**src/rtl/core/mlt_pkg.sv**
```systemverilog
// ----------------------------------------------------------------------------
// mlt_pkg
// Shared types and constants of the line tokenizer: token codes, the
// command that travels from the scanner to the emitter, and the text
// buffer write port.
// ----------------------------------------------------------------------------
package mlt_pkg;

    localparam int MAX_TOKEN_CHARS = 32;
    localparam int IDX_W           = $clog2(MAX_TOKEN_CHARS);
    localparam int LEN_W           = $clog2(MAX_TOKEN_CHARS + 1);

    localparam int QUEUE_DEPTH = 2;
    localparam int QPTR_W      = $clog2(QUEUE_DEPTH);
    localparam int QCNT_W      = $clog2(QUEUE_DEPTH + 1);
    // queued text commands plus the one being emitted
    localparam int TXT_CNT_W   = $clog2(QUEUE_DEPTH + 2);

    localparam int TOK_W = 5;

    localparam logic [TOK_W-1:0] TOK_STRING   = 5'd0;
    localparam logic [TOK_W-1:0] TOK_NUMBER   = 5'd1;
    localparam logic [TOK_W-1:0] TOK_PRINT    = 5'd2;
    localparam logic [TOK_W-1:0] TOK_VAR      = 5'd3;
    localparam logic [TOK_W-1:0] TOK_IF       = 5'd4;
    localparam logic [TOK_W-1:0] TOK_EQUALITY = 5'd5;
    localparam logic [TOK_W-1:0] TOK_RECEIVES = 5'd6;
    localparam logic [TOK_W-1:0] TOK_PLUS     = 5'd7;
    localparam logic [TOK_W-1:0] TOK_MINUS    = 5'd8;
    localparam logic [TOK_W-1:0] TOK_MUL      = 5'd9;
    localparam logic [TOK_W-1:0] TOK_DIV      = 5'd10;
    localparam logic [TOK_W-1:0] TOK_LPAREN   = 5'd11;
    localparam logic [TOK_W-1:0] TOK_RPAREN   = 5'd12;
    localparam logic [TOK_W-1:0] TOK_SEMI     = 5'd13;
    localparam logic [TOK_W-1:0] TOK_COLON    = 5'd14;
    localparam logic [TOK_W-1:0] TOK_EOL      = 5'd15;
    localparam logic [TOK_W-1:0] TOK_ERROR    = 5'd16;

    // One unit of work for the emitter. A text command plays out the
    // buffer (len chars, or one empty result when len is zero); otherwise
    // the command is a single result taken from its own fields.
    typedef struct packed {
        logic             is_text;
        logic [TOK_W-1:0] kind;
        logic [7:0]       ch;
        logic             has_char;
        logic             token_last;
        logic             run_last;
        logic             ovf;
        logic [LEN_W-1:0] len;
    } cmd_t;

    typedef struct packed {
        logic             en;
        logic [IDX_W-1:0] addr;
        logic [7:0]       data;
    } mem_wr_t;

endpackage

```
**src/rtl/core/mlt_queue.sv**
```systemverilog
// ----------------------------------------------------------------------------
// mlt_queue
// Short command FIFO between the scanner and the emitter.
// ----------------------------------------------------------------------------
module mlt_queue (
    input  logic          clk,
    input  logic          rst_n,
    input  logic          push,
    input  mlt_pkg::cmd_t push_cmd,
    output logic          full,
    input  logic          pop,
    output mlt_pkg::cmd_t head,
    output logic          empty
);
    import mlt_pkg::*;

    cmd_t              entry_reg [QUEUE_DEPTH];
    logic [QPTR_W-1:0] wr_ptr_reg, wr_ptr_next;
    logic [QPTR_W-1:0] rd_ptr_reg, rd_ptr_next;
    logic [QCNT_W-1:0] cnt_reg, cnt_next;

    function automatic logic [QPTR_W-1:0] ptr_inc(input logic [QPTR_W-1:0] p);
        logic [QPTR_W-1:0] r;
        if (p == QPTR_W'(QUEUE_DEPTH - 1))
            r = '0;
        else
            r = p + QPTR_W'(1);
        return r;
    endfunction

    assign full  = (cnt_reg == QCNT_W'(QUEUE_DEPTH));
    assign empty = (cnt_reg == '0);
    assign head  = entry_reg[rd_ptr_reg];

    always_comb
    begin
        wr_ptr_next = push ? ptr_inc(wr_ptr_reg) : wr_ptr_reg;
        rd_ptr_next = pop ? ptr_inc(rd_ptr_reg) : rd_ptr_reg;
        cnt_next    = cnt_reg + QCNT_W'(push) - QCNT_W'(pop);
    end

    always_ff @(posedge clk)
    begin
        if (push)
        begin
            entry_reg[wr_ptr_reg] <= push_cmd;
        end
    end

    always_ff @(posedge clk or negedge rst_n)
    begin
        if (!rst_n)
        begin
            wr_ptr_reg <= '0;
            rd_ptr_reg <= '0;
            cnt_reg    <= '0;
        end
        else
        begin
            wr_ptr_reg <= wr_ptr_next;
            rd_ptr_reg <= rd_ptr_next;
            cnt_reg    <= cnt_next;
        end
    end

endmodule

```
**src/rtl/core/mlt_front.sv**
```systemverilog
// ----------------------------------------------------------------------------
// mlt_front
// Scanner: takes bytes, tracks the scan mode and token length, writes
// token characters to the text buffer and queues emit commands.
// ----------------------------------------------------------------------------
module mlt_front (
    input  logic            clk,
    input  logic            rst_n,
    input  logic            in_valid,
    output logic            in_stall,
    input  logic [7:0]      byte_value,
    input  logic            line_end,
    output logic            push,
    output mlt_pkg::cmd_t   push_cmd,
    input  logic            q_full,
    input  logic            text_done,
    output mlt_pkg::mem_wr_t mem_wr
);
    import mlt_pkg::*;

    typedef enum logic [5:0] {
        M_IDLE  = 6'b000001,
        M_STR   = 6'b000010,
        M_NUM   = 6'b000100,
        M_IDENT = 6'b001000,
        M_EQ    = 6'b010000,
        M_ERR   = 6'b100000
    } mode_t;

    localparam logic [7:0] CH_QUOTE = 8'h22;
    localparam logic [7:0] CH_EQ    = 8'h3D;
    localparam logic [7:0] CH_UNDER = 8'h5F;

    localparam logic [7:0] KW_PRINT [5] = '{8'h70, 8'h72, 8'h69, 8'h6E, 8'h74};
    localparam logic [7:0] KW_VAR   [3] = '{8'h76, 8'h61, 8'h72};
    localparam logic [7:0] KW_IF    [2] = '{8'h69, 8'h66};

    mode_t               mode_reg, mode_next;
    logic [LEN_W-1:0]    len_reg, len_next;
    logic                ovf_reg, ovf_next;
    logic [2:0]          kw_reg, kw_next;        // print, var, if prefix hits
    logic                phase_reg, phase_next;  // first command already queued
    logic [TXT_CNT_W-1:0] txt_cnt_reg, txt_cnt_next;

    logic is_digit, is_alpha, is_space, is_quote, is_eq;
    logic op_hit;
    logic [TOK_W-1:0] op_kind;

    cmd_t  si_cmd, fl_cmd, eq_cmd, eol_cmd, a_cmd, b_cmd;
    logic  si_cmd_valid, si_app;
    mode_t si_mode;
    logic  fl_valid;

    logic  a_valid, b_valid, do_clear, do_app, restart;
    logic  step_done, accept;
    logic  [LEN_W-1:0] base_len;
    logic  room;
    logic  [2:0] kw_char_hit;

    // ---------------- byte classes ----------------
    always_comb
    begin
        is_digit = (byte_value >= 8'h30) && (byte_value <= 8'h39);
        is_alpha = ((byte_value >= 8'h61) && (byte_value <= 8'h7A)) ||
                   ((byte_value >= 8'h41) && (byte_value <= 8'h5A));
        is_space = (byte_value == 8'h20) ||
                   ((byte_value >= 8'h09) && (byte_value <= 8'h0D));
        is_quote = (byte_value == CH_QUOTE);
        is_eq    = (byte_value == CH_EQ);

        op_hit  = 1'b1;
        op_kind = TOK_ERROR;
        unique case (byte_value)
            8'h2B:   op_kind = TOK_PLUS;
            8'h2D:   op_kind = TOK_MINUS;
            8'h2A:   op_kind = TOK_MUL;
            8'h2F:   op_kind = TOK_DIV;
            8'h28:   op_kind = TOK_LPAREN;
            8'h29:   op_kind = TOK_RPAREN;
            8'h3B:   op_kind = TOK_SEMI;
            8'h3A:   op_kind = TOK_COLON;
            default: op_hit  = 1'b0;
        endcase
    end

    // ---------------- command candidates ----------------
    always_comb
    begin
        // byte scanned from idle
        si_cmd            = '0;
        si_cmd.kind       = op_hit ? op_kind : TOK_ERROR;
        si_cmd.ch         = byte_value;
        si_cmd.has_char   = 1'b1;
        si_cmd.token_last = 1'b1;
        si_cmd_valid      = !(is_quote || is_space || is_digit || is_alpha || is_eq);
        si_app            = is_digit || is_alpha;
        if (is_quote)
            si_mode = M_STR;
        else if (is_digit)
            si_mode = M_NUM;
        else if (is_alpha)
            si_mode = M_IDENT;
        else if (is_eq)
            si_mode = M_EQ;
        else if (is_space || op_hit)
            si_mode = M_IDLE;
        else
            si_mode = M_ERR;

        eq_cmd            = '0;
        eq_cmd.ch         = CH_EQ;
        eq_cmd.has_char   = 1'b1;
        eq_cmd.token_last = 1'b1;
        eq_cmd.kind       = TOK_RECEIVES;

        eol_cmd            = '0;
        eol_cmd.kind       = TOK_EOL;
        eol_cmd.token_last = 1'b1;

        // pending token
        fl_cmd            = '0;
        fl_cmd.is_text    = 1'b1;
        fl_cmd.token_last = 1'b1;
        fl_cmd.ovf        = ovf_reg;
        fl_cmd.len        = len_reg;
        fl_valid          = 1'b0;
        unique case (mode_reg)
            M_STR:
            begin
                fl_valid    = 1'b1;
                fl_cmd.kind = TOK_STRING;
            end
            M_NUM:
            begin
                fl_valid    = 1'b1;
                fl_cmd.kind = TOK_NUMBER;
            end
            M_IDENT:
            begin
                // an overflowed or other identifier is dropped
                if (!ovf_reg && kw_reg[2] && len_reg == LEN_W'(5))
                begin
                    fl_valid    = 1'b1;
                    fl_cmd.kind = TOK_PRINT;
                end
                else if (!ovf_reg && kw_reg[1] && len_reg == LEN_W'(3))
                begin
                    fl_valid    = 1'b1;
                    fl_cmd.kind = TOK_VAR;
                end
                else if (!ovf_reg && kw_reg[0] && len_reg == LEN_W'(2))
                begin
                    fl_valid    = 1'b1;
                    fl_cmd.kind = TOK_IF;
                end
            end
            M_EQ:
            begin
                fl_valid = 1'b1;
                fl_cmd   = eq_cmd;
            end
            M_IDLE, M_ERR:
            begin
                fl_valid = 1'b0;
            end
            default:
            begin
                fl_valid = 1'b0;
            end
        endcase
    end

    // ---------------- per-byte plan ----------------
    always_comb
    begin
        a_valid   = 1'b0;
        a_cmd     = fl_cmd;
        b_valid   = 1'b0;
        b_cmd     = si_cmd;
        do_clear  = 1'b0;
        do_app    = 1'b0;
        restart   = 1'b0;
        mode_next = mode_reg;

        if (line_end)
        begin
            a_valid   = fl_valid;
            b_valid   = 1'b1;
            b_cmd     = eol_cmd;
            do_clear  = 1'b1;
            mode_next = M_IDLE;
        end
        else
        begin
            unique case (mode_reg)
                M_IDLE:
                begin
                    restart = 1'b1;
                end
                M_STR:
                begin
                    if (is_quote)
                    begin
                        a_valid   = 1'b1;
                        do_clear  = 1'b1;
                        mode_next = M_IDLE;
                    end
                    else
                    begin
                        do_app = 1'b1;
                    end
                end
                M_NUM:
                begin
                    if (is_digit)
                        do_app = 1'b1;
                    else
                        restart = 1'b1;
                end
                M_IDENT:
                begin
                    if (is_digit || is_alpha || byte_value == CH_UNDER)
                        do_app = 1'b1;
                    else
                        restart = 1'b1;
                end
                M_EQ:
                begin
                    if (is_eq)
                    begin
                        a_valid          = 1'b1;
                        a_cmd            = eq_cmd;
                        a_cmd.kind       = TOK_EQUALITY;
                        a_cmd.token_last = 1'b0;
                        b_valid          = 1'b1;
                        b_cmd            = eq_cmd;
                        b_cmd.kind       = TOK_EQUALITY;
                        mode_next        = M_IDLE;
                    end
                    else
                    begin
                        restart = 1'b1;
                    end
                end
                M_ERR:
                begin
                    mode_next = M_ERR;
                end
                default:
                begin
                    mode_next = M_IDLE;
                end
            endcase

            // flush whatever is pending, then scan the byte from idle
            if (restart)
            begin
                a_valid   = fl_valid;
                b_valid   = si_cmd_valid;
                do_clear  = 1'b1;
                do_app    = si_app;
                mode_next = si_mode;
            end
        end

        a_cmd.run_last = !b_valid;
        b_cmd.run_last = 1'b1;
    end

    // ---------------- step control ----------------
    always_comb
    begin
        push       = 1'b0;
        push_cmd   = b_cmd;
        step_done  = 1'b0;
        phase_next = phase_reg;

        if (!a_valid || phase_reg)
        begin
            // buffer writes wait until the emitter has read out older text
            step_done = (!b_valid || !q_full) && (!do_app || txt_cnt_reg == '0);
            push      = in_valid && b_valid && step_done;
        end
        else
        begin
            push      = in_valid && !q_full;
            push_cmd  = a_cmd;
            step_done = !q_full && !b_valid && !do_app;
            if (push && !step_done)
                phase_next = 1'b1;
        end

        accept = in_valid && step_done;
        if (accept)
            phase_next = 1'b0;
    end

    assign in_stall = !step_done;

    // ---------------- token text ----------------
    always_comb
    begin
        base_len = do_clear ? '0 : len_reg;
        room     = (base_len < LEN_W'(MAX_TOKEN_CHARS));

        kw_char_hit[2] = (base_len < LEN_W'(5)) && (byte_value == KW_PRINT[base_len[2:0]]);
        kw_char_hit[1] = (base_len < LEN_W'(3)) && (byte_value == KW_VAR[base_len[1:0]]);
        kw_char_hit[0] = (base_len < LEN_W'(2)) && (byte_value == KW_IF[base_len[0]]);

        len_next = base_len;
        ovf_next = do_clear ? 1'b0 : ovf_reg;
        kw_next  = kw_reg;
        if (do_app)
        begin
            if (room)
                len_next = base_len + LEN_W'(1);
            else
                ovf_next = 1'b1;
            kw_next = ((base_len == '0) ? 3'b111 : kw_reg) & kw_char_hit;
        end

        mem_wr.en   = accept && do_app && room;
        mem_wr.addr = base_len[IDX_W-1:0];
        mem_wr.data = byte_value;

        txt_cnt_next = txt_cnt_reg + TXT_CNT_W'(push && push_cmd.is_text)
                                   - TXT_CNT_W'(text_done);
    end

    always_ff @(posedge clk or negedge rst_n)
    begin
        if (!rst_n)
        begin
            mode_reg    <= M_IDLE;
            len_reg     <= '0;
            ovf_reg     <= 1'b0;
            kw_reg      <= '0;
            phase_reg   <= 1'b0;
            txt_cnt_reg <= '0;
        end
        else
        begin
            phase_reg   <= phase_next;
            txt_cnt_reg <= txt_cnt_next;
            if (accept)
            begin
                mode_reg <= mode_next;
                len_reg  <= len_next;
                ovf_reg  <= ovf_next;
                kw_reg   <= kw_next;
            end
        end
    end

endmodule

```
**src/rtl/core/mlt_back.sv**
```systemverilog
// ----------------------------------------------------------------------------
// mlt_back
// Emitter: owns the text buffer, takes commands from the queue and plays
// them out as result beats through a registered output.
// ----------------------------------------------------------------------------
module mlt_back (
    input  logic                     clk,
    input  logic                     rst_n,
    input  logic                     q_empty,
    input  mlt_pkg::cmd_t            q_head,
    output logic                     pop,
    output logic                     text_done,
    input  mlt_pkg::mem_wr_t         mem_wr,
    output logic                     out_valid,
    input  logic                     out_stall,
    output logic [mlt_pkg::TOK_W-1:0] token_kind,
    output logic [7:0]               char_value,
    output logic                     has_char,
    output logic                     token_last,
    output logic                     run_last,
    output logic                     overflow
);
    import mlt_pkg::*;

    typedef enum logic [2:0] {
        BK_IDLE  = 3'b001,
        BK_FETCH = 3'b010,
        BK_EMIT  = 3'b100
    } bk_state_t;

    logic [7:0]       text_mem [MAX_TOKEN_CHARS];
    logic [7:0]       rdata_reg;

    bk_state_t        state_reg, state_next;
    cmd_t             cmd_reg, cmd_next;
    logic [IDX_W-1:0] pos_reg, pos_next;

    logic             rd_en;
    logic [IDX_W-1:0] rd_addr;
    logic [LEN_W-1:0] pos_inc, pos_inc2;
    logic             text_mode, is_last, out_free, load;

    logic             out_valid_reg, out_valid_next;
    logic [TOK_W-1:0] kind_reg, kind_next;
    logic [7:0]       ch_reg, ch_next;
    logic             has_reg, has_next;
    logic             tlast_reg, tlast_next;
    logic             rlast_reg, rlast_next;
    logic             ovf_reg, ovf_next;

    always_comb
    begin
        pos_inc   = LEN_W'(pos_reg) + LEN_W'(1);
        pos_inc2  = pos_inc + LEN_W'(1);
        text_mode = cmd_reg.is_text && (cmd_reg.len != '0);
        is_last   = (pos_inc == cmd_reg.len);
        out_free  = !out_valid_reg || !out_stall;

        state_next = state_reg;
        cmd_next   = cmd_reg;
        pos_next   = pos_reg;
        pop        = 1'b0;
        rd_en      = 1'b0;
        rd_addr    = pos_reg;
        text_done  = 1'b0;
        load       = 1'b0;

        unique case (state_reg)
            BK_IDLE:
            begin
                if (!q_empty)
                begin
                    pop      = 1'b1;
                    cmd_next = q_head;
                    pos_next = '0;
                    if (q_head.is_text && q_head.len != '0)
                        state_next = BK_FETCH;
                    else
                    begin
                        state_next = BK_EMIT;
                        text_done  = q_head.is_text;
                    end
                end
            end
            BK_FETCH:
            begin
                rd_en      = 1'b1;
                text_done  = (cmd_reg.len == LEN_W'(1));
                state_next = BK_EMIT;
            end
            BK_EMIT:
            begin
                if (out_free)
                begin
                    load = 1'b1;
                    if (text_mode && !is_last)
                    begin
                        // prefetch the next character while this one leaves
                        rd_en     = 1'b1;
                        rd_addr   = pos_inc[IDX_W-1:0];
                        pos_next  = pos_inc[IDX_W-1:0];
                        text_done = (pos_inc2 == cmd_reg.len);
                    end
                    else
                    begin
                        state_next = BK_IDLE;
                    end
                end
            end
            default:
            begin
                state_next = BK_IDLE;
            end
        endcase

        if (text_mode)
        begin
            kind_next  = cmd_reg.kind;
            ch_next    = rdata_reg;
            has_next   = 1'b1;
            tlast_next = is_last;
            rlast_next = cmd_reg.run_last && is_last;
            ovf_next   = cmd_reg.ovf;
        end
        else
        begin
            kind_next  = cmd_reg.kind;
            ch_next    = cmd_reg.ch;
            has_next   = cmd_reg.has_char;
            tlast_next = cmd_reg.token_last;
            rlast_next = cmd_reg.run_last;
            ovf_next   = cmd_reg.ovf;
        end

        if (load)
            out_valid_next = 1'b1;
        else if (!out_stall)
            out_valid_next = 1'b0;
        else
            out_valid_next = out_valid_reg;
    end

    always_ff @(posedge clk)
    begin
        if (mem_wr.en)
        begin
            text_mem[mem_wr.addr] <= mem_wr.data;
        end
        if (rd_en)
        begin
            rdata_reg <= text_mem[rd_addr];
        end
    end

    always_ff @(posedge clk)
    begin
        cmd_reg <= cmd_next;
        pos_reg <= pos_next;
        if (load)
        begin
            kind_reg  <= kind_next;
            ch_reg    <= ch_next;
            has_reg   <= has_next;
            tlast_reg <= tlast_next;
            rlast_reg <= rlast_next;
            ovf_reg   <= ovf_next;
        end
    end

    always_ff @(posedge clk or negedge rst_n)
    begin
        if (!rst_n)
        begin
            state_reg     <= BK_IDLE;
            out_valid_reg <= 1'b0;
        end
        else
        begin
            state_reg     <= state_next;
            out_valid_reg <= out_valid_next;
        end
    end

    assign out_valid  = out_valid_reg;
    assign token_kind = kind_reg;
    assign char_value = ch_reg;
    assign has_char   = has_reg;
    assign token_last = tlast_reg;
    assign run_last   = rlast_reg;
    assign overflow   = ovf_reg;

endmodule

```
**src/rtl/core/mini_language_tokenizer.sv**
```systemverilog
// ----------------------------------------------------------------------------
// mini_language_tokenizer
// Line tokenizer for a small scripting language: bytes in, one result
// beat per token character out.
// ----------------------------------------------------------------------------
// Each input beat carries one byte of a line, or a line end. Whitespace is
// skipped; strings, numbers and identifiers are collected in a 32-entry
// text buffer and played out, one beat per character, once the token ends.
// Only print, var and if survive of the identifiers; operators, "=", "=="
// and end_of_line give beats of their own, and a bad byte gives error and
// mutes the rest of the line. run_last marks the final beat caused by an
// input beat. Timing: a byte that only extends a token or is whitespace
// is taken without a stall unless it has to write the buffer. A byte
// that closes a token and starts another result is held while its two
// commands are queued, the closing one first. A byte that has to write
// the buffer waits until the emitter has fetched all text of earlier
// tokens; the emitter picks up a command in its idle state and primes
// the buffer read in its fetch state, then sends one character per
// cycle while the consumer does not stall. A two-entry command queue
// lets the scanner run ahead on bytes that make single-beat results
// while text is still going out. Results wait in an output register,
// so a stalled consumer does not stop the scanner until the queue fills.
// ----------------------------------------------------------------------------
module mini_language_tokenizer (
    input  logic                      clk,
    input  logic                      rst_n,
    input  logic                      in_valid,
    output logic                      in_stall,
    input  logic [7:0]                byte_value,
    input  logic                      line_end,
    output logic                      out_valid,
    input  logic                      out_stall,
    output logic [mlt_pkg::TOK_W-1:0] token_kind,
    output logic [7:0]                char_value,
    output logic                      has_char,
    output logic                      token_last,
    output logic                      run_last,
    output logic                      overflow
);
    import mlt_pkg::*;

    // scanner -> queue
    logic    push;
    cmd_t    push_cmd;
    logic    q_full;

    // queue -> emitter
    cmd_t    q_head;
    logic    q_empty;
    logic    pop;

    // emitter tells the scanner when a token's text has been read out
    logic    text_done;

    // buffer writes come from the scanner, the buffer lives in the emitter
    mem_wr_t mem_wr;

    mlt_front u_front (
        .clk        (clk),
        .rst_n      (rst_n),
        .in_valid   (in_valid),
        .in_stall   (in_stall),
        .byte_value (byte_value),
        .line_end   (line_end),
        .push       (push),
        .push_cmd   (push_cmd),
        .q_full     (q_full),
        .text_done  (text_done),
        .mem_wr     (mem_wr)
    );

    mlt_queue u_queue (
        .clk      (clk),
        .rst_n    (rst_n),
        .push     (push),
        .push_cmd (push_cmd),
        .full     (q_full),
        .pop      (pop),
        .head     (q_head),
        .empty    (q_empty)
    );

    mlt_back u_back (
        .clk        (clk),
        .rst_n      (rst_n),
        .q_empty    (q_empty),
        .q_head     (q_head),
        .pop        (pop),
        .text_done  (text_done),
        .mem_wr     (mem_wr),
        .out_valid  (out_valid),
        .out_stall  (out_stall),
        .token_kind (token_kind),
        .char_value (char_value),
        .has_char   (has_char),
        .token_last (token_last),
        .run_last   (run_last),
        .overflow   (overflow)
    );

endmodule

```
**config.mk**
```make
export PLATFORM = sky130hd
export DESIGN_NAME = mini_language_tokenizer
export DESIGN_NICKNAME = d
export VERILOG_FILES = /design/src/rtl/core/mlt_pkg.sv /design/src/rtl/core/mlt_queue.sv /design/src/rtl/core/mlt_front.sv /design/src/rtl/core/mlt_back.sv /design/src/rtl/core/mini_language_tokenizer.sv
export SDC_FILE = /design/constraint.sdc
export NUM_CORES = 1
export LEC_CHECK = 0
export BUFFER_PORTS_ARGS = -buffer_cell sky130_fd_sc_hd__buf_2
export CAP_MARGIN = 20
export CORE_MARGIN = 2
export CORE_UTILIZATION = 25
export CTS_CLUSTER_DIAMETER = 60
export DETAILED_ROUTE_END_ITERATION = 16
export HOLD_SLACK_MARGIN = 0.02
export PLACE_DENSITY = 0.43
export SLEW_MARGIN = 10
export SYNTH_ARGS = -nofsm -noshare
export SYNTH_HDL_FRONTEND = slang
export SYNTH_SLANG_ARGS = --single-unit
```
**constraint.sdc**
```tcl
create_clock -name clk -period 4.3 [get_ports clk]
set_input_delay 0.86 -clock clk [delete_from_list [all_inputs] [get_ports clk]]
set_output_delay 0.86 -clock clk [all_outputs]
set_load 0.05 [all_outputs]
```
==> impl_metrics.ini, run 1 <==
[run_status]
status = completed

[clocking]
clock_path_buffers = 3
clock_sinks = 385
numCtsBuffers = 45
tritoncts = yes
cts_hold_buffers = 0
clkTransAtPathRegs_ns = 0.05
cts-root-buf = clkbuf_16
htreeDepth = 2
clk_latency_ns = 0.59

[placed_design]
gp_congestion = 0.7884
portBuffers = 31
place_inst = 2329
dp_slack_ns = 0.01305
hpwl_mm = 35.99

[synthesis]
synth_top_family_by_area = multiplexers
yosys-top-cells-area = edfxtp_1 (59%), mux4_2 (8.2%), dfrtp_1 (3.4%)
synth_edf_count = 358
avgSynthCellArea_um2 = 14.25
yosysWarnings = 0
ys_types = 90
synth_mux_area_frac = 0.1342
synth-compound-area-share = 0.09919
ys_seq_elements = 385
yosys_most_used_dff = edfxtp_1
synth_fp_nets = 1308
synth_xor_area_frac = 0.01004
synth_top_area_frac = 0.5870
synth_top_area_cell = edfxtp_1
synthAdderAreaFrac = 0.006832
synth_area_mm2 = 0.01832
yosysSeqAreaShare = 0.6240
async_flop_share = 0.07013
yosys.area_share.simple = 0.1028
synthesis.instances = 1285

[worst_setup_path]
critPathKind = reg -> out
timing.rr.end = u_back.text_mem[15][6]
worstPathArrival_ns = 3.27
worstSetupStartpointType = flip-flop
cp-end-kind = primary output
worstPathRequired_ns = 3.44
regToRegSetupSlack_ns = 0.47
path_max_fanout = 7
r2r_start = u_front.mode_reg[0]
r2r_cells = 14

[grt]
first_global_vias = 12070
grt_max_degree = 69
gr-usage-all-layers = 0.1431
grt_pass1_wl_mm = 80.22
gr-total-overflow = 0
grt_antenna_before_repair = 2

[die]
die_h_um = 274.7
start_util = 0.2519
rows = 99
dieArea_mm2 = 0.07544
die_x_um = 274.7
coreArea_mm2 = 0.07271
ios = 32

[route]
vias = 11700
viasPerCell = 4.850
ant_nets = 0
drc = 0
drt_iter0_drc = 744
wire_per_inst_um = 22.12
wirelength_mm = 53.35
drt_pass1_iterations = 6

[layout]
num_antenna_cells = 0
finalNonFillerCells = 2412
final_nets = 1443
layout_common_cells = edfxtp_1 (358), buf_4 (137), nand2_1 (105), nor2_1 (81), mux4_2 (67)
layout_commonest_cell = edfxtp_1
drive_gt1_frac = 0.2519
syn_to_final_growth_pct = 19.45
largest_reg_flops = 256

[timing]
tightest_slew_ns = 0.8599
setup_violations = 0
hold_violations = 0
slew_headroom = 0.4267
setup_slack_ns = 0.1666
final_max_slew_viol_count = 0
tns_ns = 0
period_share = 0.9613
skew_ns = 0.02096
period_needed_ns = 4.133
rsz0062_at_grt = false
max_freq_mhz = 241.9

[power_and_ir_drop]
leakage_nw = 7.511
power_density_mw_per_mm2 = 658.4
ir_worst_vdd_v = 0.0004942

[min_path]
hp-class = in -> async

[run]
drv_cap = 0
-- power breakdown --
part | switching, W | internal [W] | total [W] | leakage (nW)
sequential | 0.000310 | 0.00471 | 0.00502 | 3.59
combinational | 0.00339 | 0.00239 | 0.00578 | 3.25
clock | 0.00156 | 0.00205 | 0.00361 | 0.672
-- worst max-delay path, cell delays in order, from the launching register on --
cell,delay [ns]
dfrtp_1,0.45
or4_4,0.59
nor2_1,0.22
o31a_1,0.25
buf_4,0.14
or2_0,0.13
a41oi_2,0.16
nand2b_1,0.21
a21oi_1,0.14
a21o_2,0.22
buf_6,0.19
-- cell families after synthesis --
group | Yosys count
DFF | 385
buffers and inverters | 103
muxes | 157
AOI/OAI and AO/OA | 243
adders and majority gates | 10
and+or+nand+nor | 366
xor gates and xnor gates | 21
-- cell type report --
class / instances / area, µm²
clock buffer: 56 / 1199
clock inverter: 24 / 186.4
fill: 7209 / 50830
inverter: 19 / 71.32
multi-input combinational: 797 / 6523
sequential: 385 / 11430
tap: 959 / 1200
timing repair buffer: 172 / 1270
-- metal layers --
metal | part of all wire | vias up | GRT usage | wire length, µm
li1 | - | 5397 | - | -
met5 | 0 | - | 0 | 0
met3 | 0.034 | 77 | 0.01929 | 1840
met2 | 0.51 | 218 | 0.2522 | 27040
met4 | 0.029 | 0 | 0.04519 | 1551
met1 | 0.43 | 6005 | 0.1812 | 22910
-- what timing repair did --
action / CTS / global route
pin swaps: 0 / 2
cloned: 0 / 0
resized for setup: 3 / 5
setup buffers: 0 / 3
setup endpoints to repair: 1 / 1
-- cells in the mapped netlist, types with 8 or more instances --
master     instances
o22ai_1           13
and3_1            18
o21ai_0           24
and2_1             8
a21o_1            11
o31ai_1           19
a221oi_1          30
inv_1             17
dfrtp_1           25
mux2_2            26
and4_1             9
nand2b_1          26
mux2i_1           61
buf_2             18
a22oi_1           18
edfxtp_1         358
nor4_1            10
clkbuf_1          55
mux4_2            67
ha_1              10
nor2b_1            8
a21oi_1           43
a22o_1             9
nor2_1            82
nor3_1            22
nand3_1           24
nand4_1           10
xnor2_1           15
buf_1              9
o2111ai_1         16
nand2_1          105
-- worst max path at each step --
stage | depth (start not counted) | from | endpoint
5_1_grt | 10 | u_front.mode_reg[1] | in_stall
4_1_cts | 10 | u_front.mode_reg[1] | in_stall
2_1_floorplan | 12 | byte_value[7] | u_back.text_mem[3][0]
3_3_place_gp | 10 | byte_value[7] | in_stall
6_report | 10 | u_front.mode_reg[1] | in_stall
3_5_place_dp | 14 | byte_value[7] | u_back.text_mem[15][3]
-- stage by stage --
step	power, W	hold slack [ns]	util	instance area (µm²)
after floorplan	0.008803	0.4003	-	18320
after global placement	0.01093	0.4144	0.2810	20430
after detailed placement	0.01094	0.4224	0.2810	20430
after CTS	0.01463	0.3891	0.3002	21830
after global routing	0.01522	0.4087	0.3009	21880
final	0.01440	0.3743	0.3009	21880
Note: power is estimated with default switching activity, not from simulation.
==> run 2, diff against run 1 <==
- PLACE_DENSITY: 0.43 -> 0.42
- clock period: 4.3 -> 3.83 ns (I/O delays scaled with it)
==> run 2 against run 1 <==
- the flow now finishes with violations (setup timing)
- design area rose by 3.4%
- register-to-register slack lost 0.30 ns
- critical path depth stayed put
- core utilization is 1.0 points higher
- worst hold slack got worse by 0.10 ns
- non-clock buffer count is 51 higher
- setup slack worse by 0.17 ns
- clock power rose by 25%
- die area did not move
- combinational power rose by 20%
- first-iteration DRC count rose by 14%
- highest routed layer is now met5
==> impl_metrics.ini, run 2 (synthesized netlist as in run 1, its figures left out) <==
[timing]
tns_ns = -0.001816
rsz0062_at_grt = true
hold_slack_ns = 0.2701
tightest_slew_ns = 0.8436
hold_violations = 0
period_needed_ns = 3.832
setup_slack_ns = -0.001816
setup_violations = 1
period_share = 1.000
slew_headroom = 0.4376
skew_ns = 0.05066
max_freq_mhz = 261.0
final_max_slew_viol_count = 0

[clocking]
clock_sinks = 385
clock_path_buffers = 3
cts-root-buf = clkbuf_16
htreeDepth = 2
clk_latency_ns = 0.60
numCtsBuffers = 46
clkTransAtPathRegs_ns = 0.06
tritoncts = yes

[placed_design]
dpl_cell_area_mm2 = 0.02084
place_inst = 2376
dp_slack_ns = -0.2536
gp_congestion = 0.8197
portBuffers = 31
hpwl_mm = 37.65

[route]
drc = 0
wirelength_mm = 54.78
ant_nets = 0
vias = 12000
wire_per_inst_um = 22.19
viasPerCell = 4.861
drt_pass1_iterations = 5
drt_iter0_drc = 851

[grt]
grt_max_degree = 51
gr-total-overflow = 0
grt_antenna_before_repair = 2
grt_pass1_wl_mm = 81.45
first_global_vias = 12230
gr-usage-all-layers = 0.1461

[layout]
finalNonFillerCells = 2469
drive_gt1_frac = 0.2947
layout_commonest_cell = edfxtp_1
largest_reg_flops = 256
layout_common_cells = edfxtp_1 (358), buf_4 (183), nand2_1 (104), nor2_1 (80), mux4_2 (67)
final_area_mm2 = 0.02262
num_antenna_cells = 0
syn_to_final_growth_pct = 23.50
final_nets = 1495

[worst_setup_path]
crit_path_start = u_front.mode_reg[0]
worstPathRequired_ns = 3.06
worstPathArrival_ns = 3.07
cp-end-kind = primary output
worstSetupStartpointType = flip-flop
path_max_fanout = 5
critPathKind = reg -> out
r2r_start = u_front.mode_reg[0]

[power_and_ir_drop]
power_density_mw_per_mm2 = 753.6
leakage_nw = 7.884
ir_worst_vdd_v = 0.0004330

[die]
ios = 32
coreArea_mm2 = 0.07271
rows = 99
die_x_um = 274.7
dieArea_mm2 = 0.07544
start_util = 0.2519
die_h_um = 274.7

[run]
drv_cap = 0

[min_path]
hp-class = in -> async

[run_status]
violations = setup timing
status = finished, violations left
==> run 2: changes by cell type in the layout (fill, tap and decap cells not counted), moves of 3 or more <==
cell / change
buf_4: +46
bufinv_16: +5
clkbuf_1: -7
buf_12: +3
a21oi_1: -3
==> run 2: where the power goes <==
part           total [W]  internal, W  switching [W]
clock network    0.00453      0.00268        0.00185
logic            0.00696      0.00291        0.00406
registers        0.00555      0.00528       0.000270
==> run 2: layout make-up <==
class,count,area (µm²)
Clock buffer,50,1186
Clock inverter,36,402.9
Fill cell,7206,50090
Inverter,19,71.32
Multi-Input combinational cell,797,6629
Sequential cell,385,11430
Tap cell,959,1200
Timing Repair Buffer,223,1702
==> run 2: stage by stage <==
| step | utilization | power [W] |
|---|---|---|
| finish | 0.3111 | 0.01705 |
| floorplan | - | 0.009889 |
| detailed placement | 0.2866 | 0.01252 |
| global route | 0.3111 | 0.01797 |
| CTS | 0.3105 | 0.01726 |
| global placement | 0.2866 | 0.01248 |
==> run 2: critical path, cell delays in order (launching register included) <==
cell       delay, ns
dfstp_2         0.59
nor4_4          0.05
and3b_2         0.23
a221o_2         0.42
buf_6           0.13
a2111oi_4       0.31
a2bb2oi_4       0.27
nand2b_4        0.07
a21oi_2         0.11
a21o_2          0.14
buf_8           0.15
==> run 2: routing by layer <==
layer  GRT usage  vias to the layer above  routed length [µm]
met5           0                        -                  13
met4     0.06207                        2                2209
met3     0.02304                       84                2574
met2      0.2401                      256               26050
met1      0.1913                     6156               23930
li1            -                     5503                   -
==> run 2: path summary, 6_finish.rpt <==
path | slack [ns] | cells after the start | to
max | -0.002 | 10 | in_stall
min | 0.27 | 1 | u_front.txt_cnt_reg[1]
max reg2reg | 0.17 | 10 | u_back.text_mem[8][2]
min reg2reg | 0.43 | 0 | u_back.token_kind[3]
max in group asynchronous | 3.08 | 1 | u_front.mode_reg[1]
min in group clk | 0.43 | 0 | u_back.token_kind[3]
==> run 2: repair_timing <==
| action | in CTS | in global routing |
|---|---|---|
| resized for setup | 22 | 7 |
| endpoints found under the setup margin | 1 | 9 |
| pin swaps | 11 | 2 |
| setup buffers | 7 | 1 |
| hold buffers | 0 | 0 |
==> run 3, diff against run 2 <==
- CORE_UTILIZATION: 25 -> 63
- PLACE_DENSITY: 0.42 -> 0.83
==> run 3 against run 2 <==
- the run still ends with setup timing left
- sequential share of layout area grew 4.0 points
- combinational power fell by 10%
- die area down 60%
- core utilization rose by 42 points
- critical path type unchanged
- critical endpoint unchanged
- largest cell class unchanged
- highest routed layer is now met4
==> impl_metrics.ini, run 3 (synthesized netlist as in run 1, its figures left out) <==
[run_status]
status = finished, violations left
violations = setup timing

[die]
rows = 62
start_util = 0.6381
die_x_um = 174.5
dieArea_mm2 = 0.03045
die_h_um = 174.5
ios = 32
coreArea_mm2 = 0.02870

[timing]
max_freq_mhz = 255.0
setup_violations = 1
period_share = 1.024
period_needed_ns = 3.922
tightest_slew_ns = 0.7901
hold_violations = 0
rsz0062_at_grt = true
slew_headroom = 0.4733
setup_slack_ns = -0.09167
final_max_slew_viol_count = 0
skew_ns = 0.01989

[min_path]
hp-class = in -> async

[route]
wirelength_mm = 46.67
drt_pass1_iterations = 10
vias = 12730
drt_iter0_drc = 1809
wire_per_inst_um = 25.71
drc = 0
ant_nets = 0
viasPerCell = 7.011

[placed_design]
hpwl_mm = 29.11
portBuffers = 31
gp_congestion = 0.9236
dp_slack_ns = -0.2368

[worst_setup_path]
worstPathArrival_ns = 3.16
r2r_start = u_back.pos_reg[0]
worstPathRequired_ns = 3.06
critPathKind = reg -> out
crit_chain = or4_4 -> nor2_2 -> o31a_1 -> or2_0 -> a41oi_2 -> nand2b_1 -> a21oi_1 -> a21o_2 -> buf_4
slowest_stage = or4_4
crit_path_start = u_front.mode_reg[1]
cp-end-kind = primary output
max_stage_delay_ns = 0.59
path_max_fanout = 7
critical_path.top_delay_family = simple AND/OR/NAND/NOR gates
crit_buf_inv = 1
worstSetupStartpointType = flip-flop

[power_and_ir_drop]
ir_worst_vdd_v = 0.0004247
clkPwrFrac = 0.236
leakage_nw = 7.373
p_sw_frac = 0.3599
power_density_mw_per_mm2 = 740.9
power_switching_w = 0.005591
p_int_w = 0.009941
p_total_w = 0.01553
combinationalPowerShare = 0.402
p_seq_frac = 0.362

[grt]
first_global_vias = 12510
gr-usage-all-layers = 0.3079
gr-total-overflow = 0
grt_pass1_wl_mm = 71.55
grt_max_degree = 62
grt_antenna_before_repair = 1

[clocking]
cts_hold_buffers = 0
clkTransAtPathRegs_ns = 0.06
numCtsBuffers = 38
clk_latency_ns = 0.54
htreeDepth = 2
clock_sinks = 385
clock_path_buffers = 3
cts-root-buf = clkbuf_16
tritoncts = yes

[layout]
final_nets = 1423
multi_input_area_mm2 = 0.006585
regArea_mm2 = 0.01143
layout_commonest_cell = edfxtp_1
fill_cells = 1719
layout_common_cells = edfxtp_1 (358), buf_4 (124), nand2_1 (105), nor2_1 (79), mux4_2 (67)
syn_to_final_growth_pct = 14.46
drive_gt1_frac = 0.2497
largest_reg_flops = 256

[run]
drv_cap = 0
==> run 3: cell count changes in the layout (fill, tap and decap cells not counted), sizes merged <==
cell	change
clkinv	-6
diode	+1
clkbuf	-3
bufinv	-3
clkinvlp	-2
buf	-64
inv	-2
==> run 3: metal layers <==
layer | global-route usage | share of wire | vias to the layer above
li1 | - | - | 5339
met1 | 0.4093 | 0.36 | 6279
met2 | 0.5066 | 0.49 | 910
met3 | 0.05665 | 0.11 | 197
met4 | 0.1292 | 0.045 | 0
met5 | 0 | 0 | -
==> run 3: per-stage QoR <==
step / utilization / setup TNS (ns) / cells / instance area, µm² / hold slack [ns]
finish: 0.7303 / -0.09167 / 1815 / 20960 / 0.2788
global route: 0.7303 / -0.2104 / 1815 / 20960 / 0.3209
CTS: 0.7293 / 0 / 1814 / 20930 / 0.2860
detailed placement: 0.6835 / -34.70 / 1739 / 19620 / 0.4066
global placement: 0.6835 / -11.92 / 1739 / 19620 / 0.4039
floorplan: - / -11.94 / 1285 / 18340 / 0.4003
==> run 3: final cells by class <==
| class | instances | share of cell area |
|---|---|---|
| sequential | 385 | 0.5452 |
| multi-input combinational | 797 | 0.3141 |
| timing repair buffer | 159 | 0.05593 |
| clock buffer | 47 | 0.04799 |
| tap | 384 | 0.02292 |
| clock inverter | 23 | 0.01033 |
| inverter | 19 | 0.003402 |
| antenna | 1 | 0.0001194 |
==> run 3: power groups by stage <==
stage	Combinational [W]	Clock, W	Sequential (W)
floorplan	0.00423	0	0.00566
global placement	0.00579	0	0.00564
detailed placement	0.00595	0	0.00567
CTS	0.00613	0.00368	0.00560
global route	0.00664	0.00382	0.00565
finish	0.00624	0.00367	0.00562
==> run 3: final timing paths <==
check | end | slack (ns) | depth (start not counted)
min in group clk | u_back.token_kind[0] | 0.42 | 0
max reg2reg | u_back.rdata_reg[3] | 0.06 | 11
min | u_back.state_reg[2] | 0.28 | 1
min reg2reg | u_back.token_kind[0] | 0.42 | 0
max | in_stall | -0.09 | 9
max in group asynchronous | u_front.mode_reg[1] | 3.06 | 1
==> run 3: repair_timing <==
action	4_1_cts	5_1_grt
gates resized for setup	12	8
pin swaps	4	2
endpoints found under the setup margin	1	49
setup buffers	5	0
